[src/hw/rtl/qadm_pkg.sv]
// shared constants and types of the bounded queue admission timer
package qadm_pkg;

  // ring of pending finish times
  localparam int RING_DEPTH = 256;
  localparam int PTR_BITS   = $clog2(RING_DEPTH);
  localparam int CNT_BITS   = PTR_BITS + 1;

  // field widths
  localparam int TIME_BITS  = 40;
  localparam int ARR_BITS   = 30;
  localparam int SVC_BITS   = 30;
  localparam int LIMIT_BITS = 8;
  localparam int CMP_BITS   = (CNT_BITS > LIMIT_BITS) ? CNT_BITS : LIMIT_BITS;

  localparam logic [LIMIT_BITS-1:0] LIMIT_RESET = 8'd255;

  // control sequencer states
  typedef enum logic [1:0] {
    ST_IDLE,
    ST_POP,
    ST_ADMIT
  } qadm_state_t;

  // result handed from the sequencer to the output register
  typedef struct packed {
    logic                 valid;
    logic                 accepted;
    logic [TIME_BITS-1:0] finish;
  } qadm_res_t;

  // ring memory access for one cycle
  typedef struct packed {
    logic                 we;
    logic [PTR_BITS-1:0]  waddr;
    logic [TIME_BITS-1:0] wdata;
    logic [PTR_BITS-1:0]  raddr;
  } qadm_ram_req_t;

  // status seen by the top level checks
  typedef struct packed {
    logic [CNT_BITS-1:0]  count;
    logic [TIME_BITS-1:0] last_finish;
  } qadm_stat_t;

endpackage

[src/hw/rtl/qadm_if.sv]
// valid/ready channels for requests and results

interface qadm_req_if;
  import qadm_pkg::*;
  logic                valid;
  logic                ready;
  logic [ARR_BITS-1:0] arrival_time;
  logic [SVC_BITS-1:0] service_time;

  modport source (output valid, output arrival_time, output service_time, input ready);
  modport sink   (input valid, input arrival_time, input service_time, output ready);
endinterface


[src/hw/rtl/qadm_ctrl.sv]
// sequencer: retires expired finish times and admits or rejects each request
module qadm_ctrl (
  input  logic                                 clk,
  input  logic                                 rst_n,
  qadm_req_if.sink                             in_ch,
  input  logic                                 cfg_we,
  input  logic [qadm_pkg::LIMIT_BITS-1:0]      cfg_wdata,
  input  logic                                 slot_free,
  input  logic [qadm_pkg::TIME_BITS-1:0]       rd_data,
  output qadm_pkg::qadm_ram_req_t              ram_req,
  output qadm_pkg::qadm_res_t                  res,
  output qadm_pkg::qadm_stat_t                 stat
);
  import qadm_pkg::*;

  qadm_state_t           state_r, state_nxt;
  logic [PTR_BITS-1:0]   head_r, head_nxt;
  logic [CNT_BITS-1:0]   count_r, count_nxt;
  logic [TIME_BITS-1:0]  last_r, last_nxt;
  logic [LIMIT_BITS-1:0] limit_r;
  logic [ARR_BITS-1:0]   arr_r, arr_nxt;
  logic [SVC_BITS-1:0]   svc_r, svc_nxt;
  logic                  fwd_r, fwd_nxt;
  logic [TIME_BITS-1:0]  fwd_data_r, fwd_data_nxt;

  logic [TIME_BITS-1:0]  head_val;
  logic [TIME_BITS-1:0]  arr_ext;
  logic                  pop_hit;
  logic                  admit;
  logic [PTR_BITS-1:0]   tail;
  logic [TIME_BITS-1:0]  start;
  logic [TIME_BITS:0]    sum;
  logic [TIME_BITS-1:0]  fin;

  // head entry, with the write of the previous cycle bypassed in
  assign head_val = fwd_r ? fwd_data_r : rd_data;
  assign arr_ext  = TIME_BITS'(arr_r);
  assign pop_hit  = (count_r != '0) && (head_val <= arr_ext);

  // admission check and saturating finish time
  assign admit = (CMP_BITS'(count_r) <= CMP_BITS'(limit_r))
              && (count_r < CNT_BITS'(RING_DEPTH));
  assign tail  = head_r + count_r[PTR_BITS-1:0];
  assign start = (last_r > arr_ext) ? last_r : arr_ext;
  assign sum   = {1'b0, start} + (TIME_BITS+1)'(svc_r);
  assign fin   = sum[TIME_BITS] ? '1 : sum[TIME_BITS-1:0];

  // next state
  always_comb begin
    state_nxt = state_r;
    case (state_r)
      ST_IDLE: begin
        if (in_ch.valid) state_nxt = ST_POP;
      end
      ST_POP: begin
        if (!pop_hit) state_nxt = ST_ADMIT;
      end
      ST_ADMIT: begin
        if (slot_free) state_nxt = in_ch.valid ? ST_POP : ST_IDLE;
      end
      default: state_nxt = ST_IDLE;
    endcase
  end

  // outputs and datapath updates
  always_comb begin
    head_nxt      = head_r;
    count_nxt     = count_r;
    last_nxt      = last_r;
    arr_nxt       = arr_r;
    svc_nxt       = svc_r;
    fwd_nxt       = 1'b0;
    fwd_data_nxt  = fwd_data_r;
    in_ch.ready   = 1'b0;
    ram_req.we    = 1'b0;
    ram_req.waddr = tail;
    ram_req.wdata = fin;
    ram_req.raddr = head_r;
    res.valid     = 1'b0;
    res.accepted  = 1'b0;
    res.finish    = '0;
    case (state_r)
      ST_IDLE: begin
        in_ch.ready = 1'b1;
        if (in_ch.valid) begin
          arr_nxt = in_ch.arrival_time;
          svc_nxt = in_ch.service_time;
        end
      end
      ST_POP: begin
        if (pop_hit) begin
          head_nxt      = head_r + 1'b1;
          count_nxt     = count_r - 1'b1;
          ram_req.raddr = head_r + 1'b1;
        end
      end
      ST_ADMIT: begin
        if (slot_free) begin
          res.valid    = 1'b1;
          res.accepted = admit;
          res.finish   = admit ? fin : '0;
          if (admit) begin
            ram_req.we = 1'b1;
            last_nxt   = fin;
            count_nxt  = count_r + 1'b1;
          end
          // take the next request right away
          in_ch.ready = 1'b1;
          if (in_ch.valid) begin
            arr_nxt      = in_ch.arrival_time;
            svc_nxt      = in_ch.service_time;
            fwd_nxt      = admit && (tail == head_r);
            fwd_data_nxt = fin;
          end
        end
      end
      default: begin
        in_ch.ready = 1'b0;
      end
    endcase
  end

  // control registers
  always_ff @(posedge clk) begin
    if (!rst_n) begin
      state_r <= ST_IDLE;
      head_r  <= '0;
      count_r <= '0;
      last_r  <= '0;
      limit_r <= LIMIT_RESET;
      fwd_r   <= 1'b0;
    end else begin
      state_r <= state_nxt;
      head_r  <= head_nxt;
      count_r <= count_nxt;
      last_r  <= last_nxt;
      fwd_r   <= fwd_nxt;
      if (cfg_we) limit_r <= cfg_wdata;
    end
  end

  // request payload and bypass data
  always_ff @(posedge clk) begin
    arr_r      <= arr_nxt;
    svc_r      <= svc_nxt;
    fwd_data_r <= fwd_data_nxt;
  end

  assign stat.count       = count_r;
  assign stat.last_finish = last_r;

endmodule

[src/flat_wrapper.sv]
// flat-port wrapper written by rule: the top's interface ports become plain ports
module qadm_ctrl_flat import qadm_pkg::*;
  (clk, rst_n, cfg_we, cfg_wdata, slot_free, rd_data, ram_req, res, stat, in_ch_valid, in_ch_arrival_time, in_ch_service_time, in_ch_ready);
  qadm_req_if in_ch_i ();
  input  logic clk;
  input  logic rst_n;
  input  logic cfg_we;
  input  logic [qadm_pkg::LIMIT_BITS-1:0] cfg_wdata;
  input  logic slot_free;
  input  logic [qadm_pkg::TIME_BITS-1:0] rd_data;
  output qadm_pkg::qadm_ram_req_t ram_req;
  output qadm_pkg::qadm_res_t res;
  output qadm_pkg::qadm_stat_t stat;
  input wire logic [$bits(in_ch_i.valid)-1:0] in_ch_valid;
  input wire logic [$bits(in_ch_i.arrival_time)-1:0] in_ch_arrival_time;
  input wire logic [$bits(in_ch_i.service_time)-1:0] in_ch_service_time;
  output wire logic [$bits(in_ch_i.ready)-1:0] in_ch_ready;
  assign in_ch_i.valid = in_ch_valid;
  assign in_ch_i.arrival_time = in_ch_arrival_time;
  assign in_ch_i.service_time = in_ch_service_time;
  assign in_ch_ready = in_ch_i.ready;
  qadm_ctrl u_core (.clk(clk), .rst_n(rst_n), .in_ch(in_ch_i), .cfg_we(cfg_we), .cfg_wdata(cfg_wdata), .slot_free(slot_free), .rd_data(rd_data), .ram_req(ram_req), .res(res), .stat(stat));
endmodule
[config.mk]
export PLATFORM = sky130hd
export DESIGN_NAME = qadm_ctrl_flat
export DESIGN_NICKNAME = d
export VERILOG_FILES = /design/src/hw/rtl/qadm_pkg.sv /design/src/hw/rtl/qadm_if.sv /design/src/hw/rtl/qadm_ctrl.sv /design/src/flat_wrapper.sv
export SDC_FILE = /design/constraint.sdc
export NUM_CORES = 1
export LEC_CHECK = 0
export BUFFER_PORTS_ARGS = -buffer_cell sky130_fd_sc_hd__buf_2
export CORE_MARGIN = 3
export CORE_UTILIZATION = 59
export CTS_BUF_LIST = sky130_fd_sc_hd__clkbuf_8 sky130_fd_sc_hd__clkbuf_16
export DETAILED_ROUTE_END_ITERATION = 8
export PLACE_DENSITY_LB_ADDON = 0.15
export REMOVE_ABC_BUFFERS = 1
export SYNTH_ARGS = -nofsm -noshare
export SYNTH_HDL_FRONTEND = slang
export SYNTH_SLANG_ARGS = --single-unit
export TNS_END_PERCENT = 50
[constraint.sdc]
create_clock -name clk -period 14.62 [get_ports clk]
set_input_delay 2.924 -clock clk [delete_from_list [all_inputs] [get_ports clk]]
set_output_delay 2.924 -clock clk [all_outputs]
set_load 0.1 [all_outputs]
Word-level counts from Yosys, hierarchy flattened
Cells that the tools add are included. W data, S select, Z words.

Output and inout bits: 149. Bits of input ports: 113. Word-level logic and storage cells: 67. Flip-flop bits (word level): 168.

Order comparisons: 4. Reduce and logical (&&, ||, !) cells: 13. Eq/ne operators: 8. Add/sub/neg operators: 5. Multiplexer cells: 28.

Operators with widths (number): $mux W40 (4); $mux W30 (4); $pmux W30 S2 (2); $mux W42 (2); $add A40 B30 Y41 (1); $gt A40 B30 Y1 (1); $le A40 B30 Y1 (1); $mux W9 (3); $pmux W9 S2 (1); $mux W8 (2); $add A9 B1 Y9 const B (1); $le A9 B8 Y1 (1); $lt A9 B9 Y1 const B (1); $reduce_and A3 Y1 (3); $reduce_bool A9 Y1 (1); $sub A9 B1 Y9 const B (1); $add A8 B1 Y8 const B (1); $add A8 B8 Y8 (1); $eq A8 B8 Y1 (1); $reduce_and A4 Y1 (2); $mux W2 (3); $ne A2 B2 Y1 const B (3); $pmux W2 S3 (1); $mux W1 (5); 8 further kinds (12).

Depth between registers and ports, before layout
Gate-level depths: netlist (run 1).

Word-level depth: 7. Mapped depth: 23. Mapped depth without buffers: 21.

Worst setup path before layout (run 1)
No wires, ideal clock.

Kind: flip-flop to output port. From: register u_core.last_r[1]. To: output res[37] (netlist name). Data required time: 11.696 ns. Cell stages (with the launch flop): 22. Slack: 4.352 ns. Data arrival time: 7.344 ns. Cell sequence: dfxtp_1 > ha_1 > nor2b_1 > o21a_1 > o21ai_1 > a21oi_1 > o31ai_1 > a31oi_1 > o21ai_1 > clkbuf_1 > mux2_2 > ha_1 > inv_1 > fa_1 > nand2b_1 > a211oi_1 > o21a_1 > o21a_1 > o21a_1 > o21ai_1 > buf_2 > a311oi_1.

RTL lines: start: declaration (line qadm_ctrl.sv:19) `logic [TIME_BITS-1:0] last_r, last_nxt;`; start signal: assignment (line qadm_ctrl.sv:136) `last_r <= last_nxt;`; end: declaration (line flat_wrapper.sv:12) `output qadm_pkg::qadm_res_t res;`.

==> impl_metrics.toml, run 1 <==
[grt]
grt_start_max_net_pins = 63
grt.overflow.total = 0
grt_pass1_vias = 9707
grt_antenna_before_repair = 1
groute.usage.overall = 0.311
global_route_wire_length_before_repair_mm = 50.1

[yosys]
most_instantiated_library_cell_after_synthesis = "ha_1"
asyncSetResetFlopFracSynth = 0
yosys-top-cells-area = "edfxtp_1, ha_1, dfxtp_1, mux2_2, a21oi_1"
synth.yosys.seq_area_share = 0.398
ys_dominant_reg_cell = "edfxtp_1"
synthTopCellsByCount = "ha_1, a21oi_1, edfxtp_1"
avgSynthCellArea_um2 = 9.78
synth_enable_flop_cells = 100
ys_types = 74
syn-cell-area_um2 = 11000
synth_warnings = 0
synth_seq_cells = 168
area_share_of_the_leading_cell_type_in_the_synthesized_netlist = 0.274
synthCells = 1122
yosysTopAreaCell = "edfxtp_1"

[layout]
fin_nets = 1592
final.fill_count = 1385
proportion_of_layout_cells_with_a_drive_suffix_above_1 = 0.273
area_delta_synth_final_pct = 19.0

[pwr]
power.density_cell_area_nw_per_um2 = 122
ir_worst_vdd_v = 0.0000903
static-leakage-power_nw = 6.19

[timing]
timing_worst_slew_pin_value_ns = 1.17
setup_tns_ns = 0
timing_hold_violations_final = 0
final_period_minus_worst_setup_slack_ns = 10.29
timing.clock.skew_ns = 0.0122
fin_crit_sh = 0.704
fin_worst_hold_slack_ns = 0.488
timing.fmax_mhz = 97.2
timing_max_transition_violations_final = 0
finalSetupViolations = 0
grt_setup_unrepaired = "no"
timing.max_slew.rel_slack = 0.218

[clock_tree]
hold_buffers = 0
clock_sink_count = 168
clk_pin_slew_worst_paths_ns = 0.07
clk_latency_ns = 0.43
clock_tree.root_cell = "clkbuf_16"
post_cts.resized_instances = 0
post_cts_buffers = 0
ctsHtreeMaxLevel = 4
ctsLongestPathBuffers = 2
cts_inserted_buffers = 17
tritoncts_clock_tree = "yes"

[worst_setup_path]
worst-endpoint-required_ns = 11.70
worst-endpoint-arrival_ns = 7.37
crit_path_start_kind = "flip-flop"
critical_path.startpoint = "u_core.arr_r[9]"
criticalPathCategory = "reg -> out"
endpoint_kind = "output pin"
worst-path-max-fanout = 31
r2r-start = "u_core.arr_r[9]"

[route]
detailedRoute.firstPassIterationCount = 5
drt_iter0_drc = 671
post_drt_via_cell_ratio = 6.04
wl_mm = 31.9
avgRoutedWirePerCell_um = 19.9
antenna_violating_nets_post_route = 0
post-route-drc-count = 0
dr_total_vias = 9707

[floorplanning]
die_width_um = 142
start_util = 0.606
die_y_um = 142
rows = 49
core_um2 = 18100
die_area_um2 = 20300
num_ports = 262

[place]
io_buffers = 261
finalWeightedCongestion = 0.957
dpl.hpwl_mm = 23.5

[worst_hold_path]
timing.hold.worst.start = "u_core.limit_r[5]"
classification_of_the_worst_slack_hold_path = "reg -> reg"

[run]
timing.max_cap.violations = 0

[outcome]
run_status = "finished clean"
==> flip-flops by register name, summed over array words and instances (netlist names) <==
register / flops
u_core.state_r: 2
u_core.last_r: 40
u_core.head_r: 8
u_core.svc_r: 30
u_core.arr_r: 30
u_core.count_r: 9
u_core.fwd_r: 1
u_core.limit_r: 8
u_core.fwd_data_r: 40
==> worst max-delay path, cell delays in order (launching register included) <==
cell and delay, ns:
edfxtp_1 0.43, inv_1 0.11, ha_1 0.25, a21o_1 0.18
a21o_1 0.17, a21oi_1 0.29, nor4_1 0.10, nor3_1 0.24
a31oi_1 0.20, o21ai_4 0.92, mux2_2 0.32, ha_1 0.20
inv_1 0.07, fa_1 0.41, nand2b_1 0.22, a211oi_1 0.45
o21a_1 0.22, o21a_1 0.25, o21ai_2 0.16, a21boi_2 0.57
buf_4 0.40, nor2_1 0.13, nor2_1 0.14, buf_2 0.45
==> placed cells by master, fill, tap and decap left out, drive strengths merged, types with 4 or more instances in the layout <==
cell	count
nor4	14
dfxtp	68
a211oi	10
nand3	14
nand2b	9
o211ai	16
nor2b	11
mux2i	11
ha	113
or3	5
a21oi	105
mux2	62
buf	267
a311oi	5
xnor2	41
xor2	14
nor2	96
a31o	5
and3	7
and4	4
o31ai	5
nand2	56
inv	84
a31oi	15
a21o	28
and2	20
a2111oi	5
o21ai	60
edfxtp	100
nor3	19
clkbuf	19
o2111ai	6
o21a	13
nand4	19
or2	7
==> cells by family (layout without fill, tap and decap cells) <==
| group | after synthesis | after routing | synth area share |
|---|---|---|---|
| AO/OA/AOI/OAI | 300 | 300 | 0.176 |
| XOR/XNOR | 55 | 55 | 0.0439 |
| adder cells (fa/ha/maj) | 116 | 116 | 0.134 |
| buffers and inverters | 122 | 376 | 0.0443 |
| flip-flops | 168 | 168 | 0.398 |
| multiplexers | 73 | 73 | 0.0737 |
| other | 0 | 1 | 0 |
| AND/OR/NAND/NOR | 288 | 288 | 0.129 |
==> metrics by stage <==
| step | setup slack (ns) | total power [W] | utilization | instance area [um2] | std cells |
|---|---|---|---|---|---|
| floorplan | 3.15 | 0.00101 | - | 10800 | 1077 |
| global placement | 5.18 | 0.00112 | 0.688 | 12400 | 1573 |
| detailed placement | 4.99 | 0.00112 | 0.688 | 12400 | 1573 |
| CTS | 4.45 | 0.00159 | 0.722 | 13100 | 1605 |
| global route | 3.98 | 0.00165 | 0.722 | 13100 | 1606 |
| finish | 4.33 | 0.00159 | 0.722 | 13100 | 1606 |
==> cell type report <==
type                    instances  area [um2]  area share
diodes                          1        2.50    0.000192
clock buffers                  19         475      0.0364
clock inverters                13         136      0.0104
inverters                      77         289      0.0221
multi-input cells             832        6150       0.471
flip-flops and latches        168        4370       0.334
well taps                     229         287      0.0220
repair buffers                267        1350       0.104
==> worst paths after layout <==
kind	end	slack (ns)	cells past startpoint
worst max-delay path	res[12]	4.33	23
worst min-delay path	u_core.limit_r[5]	0.49	2
worst max register to register	u_core.last_r[33]	7.94	22
worst min register to register	u_core.limit_r[5]	0.49	2
==> routing by layer <==
layer,GRT usage,vias up,share of wire
met1,0.413,4590,0.42
met2,0.516,430,0.47
met5,0,-,0
li1,-,4623,-
met4,0.107,0,0.028
met3,0.0565,64,0.081
==> where the power goes <==
group | internal, W | switching, W
combinational | 0.000132 | 0.000448
sequential | 0.000530 | 0.0000128
clock | 0.000274 | 0.000195
Note: power is estimated with default switching activity, not from simulation.
==> run 2, diff against run 1 <==
CORE_UTILIZATION = 50   (was 59)
clock period = 8.5 ns   (was 14.62 ns; I/O delays follow)
==> run 2 against run 1 <==
Sequential cell count unchanged. Register-to-register slack lost 5.3 ns. Non-clock buffer count increased by 5. Wire length up 1.7%. Utilization down 7.7 points. Critical path type unchanged. Critical endpoint is now res[37].
==> impl_metrics.toml, run 2 (same netlist as run 1, synthesis figures left out) <==
[timing]
fin_worst_hold_slack_ns = 0.491
timing_worst_slew_pin_value_ns = 1.18
grt_setup_unrepaired = "no"
fin_ws_ns = 0.279
setup_tns_ns = 0
fin_crit_sh = 0.967
finalSetupViolations = 0
timing_max_transition_violations_final = 0
timing_hold_violations_final = 0
timing.max_slew.rel_slack = 0.211
timing.fmax_mhz = 122
final_period_minus_worst_setup_slack_ns = 8.22
timing.clock.skew_ns = 0.0124

[floorplanning]
start_util = 0.515
die_width_um = 154
rows = 53
die_area_um2 = 23700
num_ports = 262
die_y_um = 154
core_um2 = 21300

[clock_tree]
clk_latency_ns = 0.43
cts_inserted_buffers = 17
post_cts_buffers = 0
clk_pin_slew_worst_paths_ns = 0.07
clock_sink_count = 168
ctsLongestPathBuffers = 2
clock_tree.root_cell = "clkbuf_16"
hold_buffers = 0
post_cts.resized_instances = 0
ctsHtreeMaxLevel = 4
tritoncts_clock_tree = "yes"

[pwr]
ir_worst_vdd_v = 0.000142
power.density_cell_area_nw_per_um2 = 206
static-leakage-power_nw = 6.35

[worst_setup_path]
critical_path.slowest_cell = "a2111oi_0"
criticalPathCategory = "reg -> out"
critical-path-max-stage-delay_ns = 0.76
setup.reg_to_reg.worst_slack_ns = 2.66
worst-endpoint-arrival_ns = 6.52
r2r_cells = 17
timing.critical_path.cells = "inv_1 > ha_1 > a2111oi_0 > o2111ai_1 > o21ai_4 > buf_4 > mux2_2 > ha_1 > nand2_1 > o41ai_1 > o21ai_1 > a211oi_2 > o2111ai_1 > a21oi_2 > a21oi_1 > a311oi_1 > buf_2"
endpoint_kind = "output pin"
crit_path_start_kind = "flip-flop"
worst-path-max-fanout = 16
worst-endpoint-required_ns = 6.80

[layout]
final.fill_count = 1791
largestRegisters = "u_core.fwd_data_r x40, u_core.last_r x40"
fin_nets = 1597
area_delta_synth_final_pct = 25.1
mostFrequentLayoutCells = "buf_2, ha_1, a21oi_1"
instances_no_fill = 1658
mostFrequentLayoutCell = "buf_2"
proportion_of_layout_cells_with_a_drive_suffix_above_1 = 0.276

[route]
dr_total_vias = 9524
avgRoutedWirePerCell_um = 19.6
post-route-drc-count = 0
wl_mm = 32.4
post_drt_via_cell_ratio = 5.74
antenna_violating_nets_post_route = 0
detailedRoute.firstPassIterationCount = 5
drt_iter0_drc = 790

[run]
timing.max_cap.violations = 0

[worst_hold_path]
classification_of_the_worst_slack_hold_path = "reg -> reg"
min_path_cells = 2

[grt]
grt_start_max_net_pins = 62
grt_pass1_vias = 9370
grt.overflow.total = 0
groute.usage.overall = 0.268
global_route_wire_length_before_repair_mm = 50.7
grt_antenna_before_repair = 3

[place]
finalWeightedCongestion = 0.939
dpl_worst_slack_ns = 0.868
io_buffers = 261
placed_cells = 1624
dpl.hpwl_mm = 24.5

[outcome]
run_status = "finished clean"
[run 2: cell count changes in the layout (fill, tap and decap cells not counted), moves of 2 or more]
cell       before  now
buf_2         261  220
clkbuf_16      19   17
clkinv_4        0    3
buf_12          0   41
inv_8           0    2
buf_4           6   11
[run 2: final timing paths]
path                                         from               endpoint
worst max register to register   u_core.arr_r[29]  u_core.fwd_data_r[11]
worst min-delay path            u_core.limit_r[0]      u_core.limit_r[0]
worst max-delay path             u_core.arr_r[29]                res[37]
worst min register to register  u_core.limit_r[0]      u_core.limit_r[0]
[run 2: layer usage]
| layer | track usage | wire length [um] |
|---|---|---|
| met5 | 0 | 13 |
| met4 | 0.0841 | 732 |
| met3 | 0.0481 | 2260 |
| met2 | 0.425 | 14800 |
| met1 | 0.373 | 14600 |
[run 2: worst max-delay path: cells and delay by family, from the launching register on]
kind / cells / cell delay, ns
buffers and inverters: 3 / 0.89
AO/OA/AOI/OAI: 10 / 3.70
AND/OR/NAND/NOR: 1 / 0.10
flip-flops: 1 / 0.39
adder cells (fa/ha/maj): 2 / 0.63
multiplexers: 1 / 0.38
[run 2: area by class of cell]
cell class / instances / area (um2) / area share
diodes: 2 / 5.00 / 0.000365
clock inverters: 15 / 143 / 0.0104
flip-flops and latches: 168 / 4370 / 0.318
well taps: 275 / 344 / 0.0251
repair buffers: 272 / 2000 / 0.146
inverters: 77 / 289 / 0.0211
clock buffers: 17 / 425 / 0.0310
multi-input cells: 832 / 6150 / 0.448
[run 2: where the power goes]
part | switching, W | total, W | internal, W
combinational | 0.000791 | 0.00112 | 0.000329
sequential | 0.0000215 | 0.000932 | 0.000910
clock | 0.000361 | 0.000772 | 0.000411
total | 0.00117 | 0.00282 | 0.00165
[run 2: metrics by stage]
step,total power [W],instance area (um2),utilization
CTS,0.00283,13700,0.644
floorplan,0.00173,10800,-
global placement,0.00205,13100,0.618
finish,0.00282,13700,0.645
detailed placement,0.00206,13100,0.618
global route,0.00293,13700,0.645
==> run 3, diff against run 2 <==
CORE_ASPECT_RATIO = 1.5   (was default)
RECOVER_POWER = 50   (was default)
==> run 3 against run 2 <==
The flow now finishes with violations (max-capacitance violations, max-slew violations). Clock skew decreased by 0.0029 ns. Utilization decreased by 1.2 points. Clock power decreased by 1%. Final area decreased by 1.7%. Via count increased by 0.79%. Global-route usage increased by 0.24 points. Critical path type unchanged.
==> impl_metrics.toml, run 3 (same netlist as run 1, synthesis figures left out) <==
[pwr]
power.density_cell_area_nw_per_um2 = 205
fin_total_pwr_w = 0.00277
static-leakage-power_nw = 6.12
ir_worst_vdd_v = 0.000209

[worst_setup_path]
timing.critical_path.cells = "nor4_1 > nand3_1 > nor3_1 > nand2_1 > o21ai_4 > buf_4 > mux2_2 > ha_1 > nand2_1 > o41ai_1 > o21ai_1 > a211oi_2 > o2111ai_1 > a21oi_2 > a21oi_1 > a311oi_1 > buf_2"
criticalPathCategory = "reg -> out"
crit_top_cell = "nand2_1"
worst-path-max-fanout = 13
crit_path_start_kind = "flip-flop"
worst-endpoint-arrival_ns = 6.32
critical-path-max-stage-delay_ns = 0.69
endpoint_kind = "output pin"
worst-endpoint-required_ns = 6.80
critical_path.slowest_cell = "nor4_1"

[layout]
largestRegisters = "u_core.fwd_data_r x40, u_core.last_r x40"
fin_nets = 1603
mostFrequentLayoutCell = "buf_2"
instances_no_fill = 1655
proportion_of_layout_cells_with_a_drive_suffix_above_1 = 0.237
area_delta_synth_final_pct = 23.0
design_area_um2 = 13500
number_of_antenna_diodes = 0
mostFrequentLayoutCells = "buf_2, ha_1, a21oi_1"

[clock_tree]
clock_sink_count = 168
post_cts.resized_instances = 0
clock_tree.root_cell = "clkbuf_16"
ctsLongestPathBuffers = 2
hold_buffers = 0
tritoncts_clock_tree = "yes"
cts_inserted_buffers = 17
clk_latency_ns = 0.44
ctsHtreeMaxLevel = 4
post_cts_buffers = 0
clk_pin_slew_worst_paths_ns = 0.07

[route]
detailedRoute.firstPassIterationCount = 5
post_drt_via_cell_ratio = 5.80
wl_mm = 32.5
post-route-drc-count = 0
drt_iter0_drc = 544
dr_total_vias = 9599
antenna_violating_nets_post_route = 0
avgRoutedWirePerCell_um = 19.6

[floorplanning]
die_area_um2 = 23800
start_util = 0.515
num_ports = 262
die_y_um = 187
rows = 65
core_um2 = 21300
die_width_um = 127

[timing]
setup_tns_ns = 0
timing.clock.skew_ns = 0.00950
timing_worst_slew_pin_value_ns = 3.61
timing.max_slew.rel_slack = -1.41
timing_hold_violations_final = 0
timing.fmax_mhz = 125
fin_crit_sh = 0.944
timing_max_transition_violations_final = 159
grt_setup_unrepaired = "no"
finalSetupViolations = 0
final_period_minus_worst_setup_slack_ns = 8.02

[outcome]
failed_checks = "max-capacitance violations, max-slew violations"
run_status = "finished with violations"

[run]
timing.max_cap.violations = 3

[grt]
grt_start_max_net_pins = 62
grt.overflow.total = 0
grt_antenna_before_repair = 0
global_route_wire_length_before_repair_mm = 50.7
grt_pass1_vias = 9551
groute.usage.overall = 0.270

[place]
placed_area_um2 = 12900
io_buffers = 261
placed_cells = 1617
finalWeightedCongestion = 0.907
dpl.hpwl_mm = 24.7

[worst_hold_path]
classification_of_the_worst_slack_hold_path = "reg -> reg"
-- run 3: changes by cell type in the layout (fill, tap and decap cells not counted), sizes merged --
cell / before / now
bufinv: 1 / 2
clkinv: 5 / 2
clkinvlp: 2 / 4
buf: 272 / 226
clkbuf: 17 / 71
diode: 2 / 0
inv: 84 / 82
-- run 3: final timing paths --
| path | startpoint | to | slack, ns | depth (start not counted) |
|---|---|---|---|---|
| setup / recovery | u_core.last_r[36] | res[37] | 0.48 | 17 |
| hold reg to reg | u_core.limit_r[5] | u_core.limit_r[5] | 0.49 | 2 |
| setup reg to reg | u_core.last_r[36] | u_core.fwd_data_r[26] | 2.94 | 18 |
| hold / removal | u_core.limit_r[5] | u_core.limit_r[5] | 0.49 | 2 |
-- run 3: critical path: cells and delay by family (launching register included) --
family / cells / cell delay [ns]
AND/OR/NAND/NOR: 5 / 1.65
adder cells (fa/ha/maj): 1 / 0.36
buffers and inverters: 2 / 0.67
flip-flops: 1 / 0.36
AO/OA/AOI/OAI: 8 / 2.47
multiplexers: 1 / 0.35
-- run 3: cell type report --
| class | count | area [um2] |
|---|---|---|
| fill | 1880 | 7820 |
| tap | 268 | 335 |
| clock inverter | 13 | 118 |
| clock buffer | 19 | 453 |
| inverter | 77 | 289 |
| sequential | 168 | 4370 |
| timing repair buffer | 278 | 1780 |
| multi-input combinational | 832 | 6140 |
-- run 3: routing by layer --
layer	part of all wire	track usage	wire, um	vias to the layer above
met2	0.53	0.492	17400	326
met3	0.048	0.0443	1560	56
li1	-	-	-	4647
met5	0	0	0	-
met4	0.030	0.0995	972	0
met1	0.39	0.314	12600	4570
-- run 3: power breakdown --
| group | leakage, nW | switching [W] | internal, W |
|---|---|---|---|
| Combinational | 4.35 | 0.000783 | 0.000288 |
| Sequential | 1.49 | 0.0000215 | 0.000913 |
| Clock | 0.285 | 0.000320 | 0.000441 |
-- run 3: metrics by stage --
stage | hold WS (ns) | setup WS, ns | util
finish | 0.488 | 0.479 | 0.633
floorplan | 0.444 | -1.74 | -
global route | 0.503 | 0.172 | 0.633
global placement | 0.465 | 0.847 | 0.607
detailed placement | 0.478 | 0.741 | 0.607
CTS | 0.496 | 0.243 | 0.634
